--- src/rtl/rmq_pkg.sv ---
package rmq_pkg;

   localparam int FRAC_BITS = 14;
   localparam int DATA_W    = 16;
   localparam int ELEMS     = 9;
   localparam int PAIRS     = 3;
   localparam int RAD_W     = ((DATA_W + 2) > (FRAC_BITS + 3)) ? (DATA_W + 2) : (FRAC_BITS + 3);
   localparam int MAG_W     = RAD_W - 1;
   localparam int SQ_W      = ((MAG_W + FRAC_BITS + 1) / 2) * 2;
   localparam int ROOT_W    = SQ_W / 2;
   localparam int DEN_W     = ROOT_W + 1;
   localparam int NUM_W     = MAG_W + FRAC_BITS + 1;
   localparam int SAT_MAX   = (2 ** (DATA_W - 1)) - 1;

   typedef enum logic [1:0] {
      PIVOT_TRACE,
      PIVOT_X,
      PIVOT_Y,
      PIVOT_Z
   } pivot_type;

   typedef logic signed [RAD_W-1:0] wide_type;

   typedef struct packed {
      pivot_type             pivot;
      logic                  bad;
      wide_type [PAIRS-1:0]  pair;
   } sq_side_type;

   typedef struct packed {
      pivot_type             pivot;
      logic                  bad;
      logic [PAIRS-1:0]      neg;
      logic [ROOT_W-2:0]     half;
   } div_side_type;

endpackage

--- src/rtl/rmq_sqrt.sv ---
module rmq_sqrt
   import rmq_pkg::*;
(
   input  logic              clock,
   input  logic              reset,
   input  logic              en,
   input  logic              in_valid,
   input  logic [SQ_W-1:0]   in_rad,
   input  sq_side_type       in_side,
   output logic              out_valid,
   output logic [ROOT_W-1:0] out_root,
   output sq_side_type       out_side
);

   localparam int RMW = ROOT_W + 3;

   logic              valid_ff [ROOT_W];
   logic [RMW-1:0]    rem_ff   [ROOT_W];
   logic [ROOT_W-1:0] root_ff  [ROOT_W];
   logic [SQ_W-1:0]   rad_ff   [ROOT_W];
   sq_side_type       side_ff  [ROOT_W];

   for (genvar k = 0; k < ROOT_W; k++) begin : g_stage
      logic              valid_prev;
      logic [RMW-1:0]    rem_prev;
      logic [ROOT_W-1:0] root_prev;
      logic [SQ_W-1:0]   rad_prev;
      sq_side_type       side_prev;
      logic [RMW-1:0]    rem_shift;
      logic [RMW-1:0]    trial;
      logic              take;
      logic [RMW-1:0]    rem_in;
      logic [ROOT_W-1:0] root_in;
      logic [SQ_W-1:0]   rad_in;

      if (k == 0) begin : g_first
         assign valid_prev = in_valid;
         assign rem_prev   = '0;
         assign root_prev  = '0;
         assign rad_prev   = in_rad;
         assign side_prev  = in_side;
      end else begin : g_next
         assign valid_prev = valid_ff[k-1];
         assign rem_prev   = rem_ff[k-1];
         assign root_prev  = root_ff[k-1];
         assign rad_prev   = rad_ff[k-1];
         assign side_prev  = side_ff[k-1];
      end

      always_comb begin
         rem_shift = {rem_prev[RMW-3:0], rad_prev[SQ_W-1 -: 2]};
         trial     = {1'b0, root_prev, 2'b01};
         take      = (rem_shift >= trial);
         rem_in    = take ? (rem_shift - trial) : rem_shift;
         root_in   = {root_prev[ROOT_W-2:0], take};
         rad_in    = {rad_prev[SQ_W-3:0], 2'b00};
      end

      always_ff @(posedge clock) begin
         if (reset) begin
            valid_ff[k] <= 1'b0;
         end else if (en) begin
            valid_ff[k] <= valid_prev;
         end
      end

      always_ff @(posedge clock) begin
         if (en) begin
            rem_ff[k]  <= rem_in;
            root_ff[k] <= root_in;
            rad_ff[k]  <= rad_in;
            side_ff[k] <= side_prev;
         end
      end
   end

   assign out_valid = valid_ff[ROOT_W-1];
   assign out_root  = root_ff[ROOT_W-1];
   assign out_side  = side_ff[ROOT_W-1];

endmodule

--- config.mk ---
export PLATFORM = sky130hd
export DESIGN_NAME = rmq_sqrt
export DESIGN_NICKNAME = d
export VERILOG_FILES = /design/src/rtl/rmq_pkg.sv /design/src/rtl/rmq_sqrt.sv
export SDC_FILE = /design/constraint.sdc
export NUM_CORES = 1
export LEC_CHECK = 0
export BUFFER_PORTS_ARGS = -buffer_cell sky130_fd_sc_hd__buf_4
export CAP_MARGIN = 20
export CORE_ASPECT_RATIO = 1.75
export CORE_MARGIN = 10
export CORE_UTILIZATION = 40
export CTS_BUF_LIST = sky130_fd_sc_hd__clkbuf_4
export CTS_CLUSTER_SIZE = 10
export DETAILED_ROUTE_END_ITERATION = 10
export GPL_ROUTABILITY_DRIVEN = 0
export SKIP_LAST_GASP = 1
export SLEW_MARGIN = 20
export SYNTH_ARGS = -nofsm -noshare
export SYNTH_HDL_FRONTEND = slang
export SYNTH_SLANG_ARGS = --single-unit
--- constraint.sdc ---
create_clock -name clock -period 5 [get_ports clock]
set_input_delay 0.25 -clock clock [delete_from_list [all_inputs] [get_ports clock]]
set_output_delay 0.25 -clock clock [all_outputs]
set_load 0.02 [all_outputs]
==> results.yml <==
outcome:
  run_status: "finished, final reports clean"
pwr:
  ir_worst_vdd_uv: 283
  leakage_uw: 0.0242
  power.total_uw: 27400
  pwr_density_cell_nw_per_um2: 415
clock_network:
  clockRootBuffer: "clkbuf_4"
  cts_tree: "yes"
  cts_buffers: 361
  htree_levels: 5
  cts_resized: 0
  cts_max_path_buffers: 4
  path_clk_slew_ns: 0.07
  clk_latency_ns: 1.15
  clock-sinks: 1541
route:
  viasPerCell: 4.63
  wl_met1_mm: 30.3
  first_iter_violations: 1269
  drt-pass1-iter-count: 5
  drcViolationCount: 0
  route.met3.wl_mm: 4.46
  ant_nets: 0
  routed_wl_mm: 81.5
  dr.max_layer_used: "met4"
  wl_met2_mm: 43.0
  wl_per_cell_um: 14.0
  dr_total_vias: 27000
worst_hold_path:
  hold_depth: 3
  hp-class: "primary input to flop"
logic_synthesis:
  ys_seq_elements: 1541
  postSynth.asyncResetShare_pct: 0
  synth_nets: 3310
  yosys.cell_count.top_type: "edfxtp_1"
  yosysSeqAreaShare_pct: 82.4
  synth.avg_cell_area_um2: 18.3
  yosysTopAreaCell: "edfxtp_1"
  synth_area_um2: 56200
  yosysWarnings: 0
  synth_area_leaders: "edfxtp_1, ha_1, xor2_1, inv_1, xnor2_1"
  syn_inst: 3065
  synth-edff-count: 1541
  synthTopCellsByCount: "edfxtp_1, inv_1, ha_1, nor2_1, nand2_1"
  synth_top_area_share_pct: 82.4
  synth.distinct_cells: 72
  synthFlopType: "edfxtp_1"
die:
  coreArea_um2: 139000
  dieArea_um2: 156000
  die_w_um: 303
  die_h_um: 516
  start_util_pct: 40.3
  fp-row-count: 181
  ios: 167
critical_path:
  crit_arrival_ns: 4.28
  crit_fanout: 18
  crit_required_ns: 5.86
  critPathLaunchType: "flop"
  crit_path_end_kind: "flop"
  worstRegToRegCells: 9
  crit_type: "flop to flop"
timing:
  clock_skew_ns: 0.107
  fin_tns_setup_ns: 0
  finalSetupViolations: 0
  timing.hold.ws_ns: 0.315
  relSlewSlack_pct: 32.1
  max_freq_mhz: 292
  rsz0062_at_grt: "false"
  maxSlewViolCount: 0
  final_hold_viol_count: 0
  tightestPinTransition_ns: 1.02
  fin_crit_ns: 3.42
  worst_slack_ns: 1.58
  min_period_over_period_pct: 68.5
placement:
  port_buffers: 166
  place_hpwl_mm: 47.9
  pre_cts_slack_ns: 1.52
layout:
  drive_gt1_share_pct: 18.5
  area_delta_synth_final_pct: 17.4
  nNetsFinal: 4017
  post-route-util_pct: 47.4
global_route:
  grt_pass1_vias: 28800
  grt.overflow.total: 0
  grt_pass1_wl_mm: 134
  grt_max_degree: 177
  gr-usage-all-layers_pct: 10.4
  antenna_found_initial: 1
run:
  drv_cap: 0
routing by layer:
metal | global-route usage, % | vias to the layer above
li1 | - | 13400
met1 | 10.5 | 12700
met2 | 18.2 | 677
met3 | 3.45 | 262
met4 | 6.64 | 0
met5 | 0 | -
cells by family (layout without fill, tap and decap cells):
kind of cell / Yosys count / after routing / synth area share, %
flip-flops: 1541 / 1541 / 82.4
AND/OR/NAND/NOR: 541 / 541 / 4.86
other: 1 / 2 / 0.00668
buffers and inverters: 225 / 1167 / 1.53
multiplexers: 36 / 36 / 0.700
XOR/XNOR: 159 / 159 / 2.48
AO/OA/AOI/OAI: 410 / 410 / 4.64
adder cells (fa/ha/maj): 152 / 152 / 3.39
flip-flops by register name, summed over array words and instances, names as in the netlist:
register / flops
side_ff: 912
rad_ff: 240
rem_ff: 237
root_ff: 136
valid_ff: 16
worst paths after layout:
path	slack (ns)	to	from
hold / removal	0.32	side_ff[0][21]$_DFFE_PP_	in_side[21]
setup reg to reg	1.58	rem_ff[6][12]$_DFFE_PP_	rem_ff[5][19]$_DFFE_PP_
setup / recovery	1.58	rem_ff[6][12]$_DFFE_PP_	rem_ff[5][19]$_DFFE_PP_
hold reg to reg	0.36	rad_ff[1][19]$_DFFE_PP_	rad_ff[0][227]$_DFFE_PP_
layout by cell type, fill, tap and decap left out, types with 103 or more instances in the layout:
master         Yosys  final
ha_1             152    152
a21oi_1          103    103
inv_1            197    197
clkbuf_4           0    481
nand2_1          123    123
o21ai_0          109    109
dlygate4sd3_1      0    184
edfxtp_1        1541   1541
nor2_1           145    145
buf_4              0    179
worst max-delay path, stage by stage, from the launching register on:
cell and delay, ns:
edfxtp_1 0.40, ha_1 0.26, or3_1 0.36, o22ai_1 0.35, a211oi_1 0.18, a311oi_1 0.62, o31a_1 0.35, buf_4 0.27
inv_1 0.10, mux2_2 0.28
where the power goes:
group          switching [uW]  internal (uW)
Combinational            1300            997
Sequential                388          15400
Clock                    4490           4770
final cells by class:
class	instances	area [um2]
Antenna cell	1	2.50
Clock buffer	481	3610
Clock inverter	117	629
Fill cell	11800	73300
Inverter	197	739
Multi-Input combinational cell	1299	9030
Sequential cell	1541	46300
Tap cell	1830	2290
Timing Repair Buffer	372	3370
timing repair:
item                       in CTS  in global routing
setup endpoints to repair       0                  0
hold buffers                  184                  0
setup buffers                   0                  0
hold endpoints to repair     1075                  0
stage by stage:
step           area (um2)  instances
6_report            66000       5838
5_1_grt             66000       5838
4_1_cts             66000       5837
3_5_place_dp        59900       5055
3_3_place_gp        59900       5055
2_1_floorplan       56200       3065
Note: power is estimated with default switching activity, not from simulation.
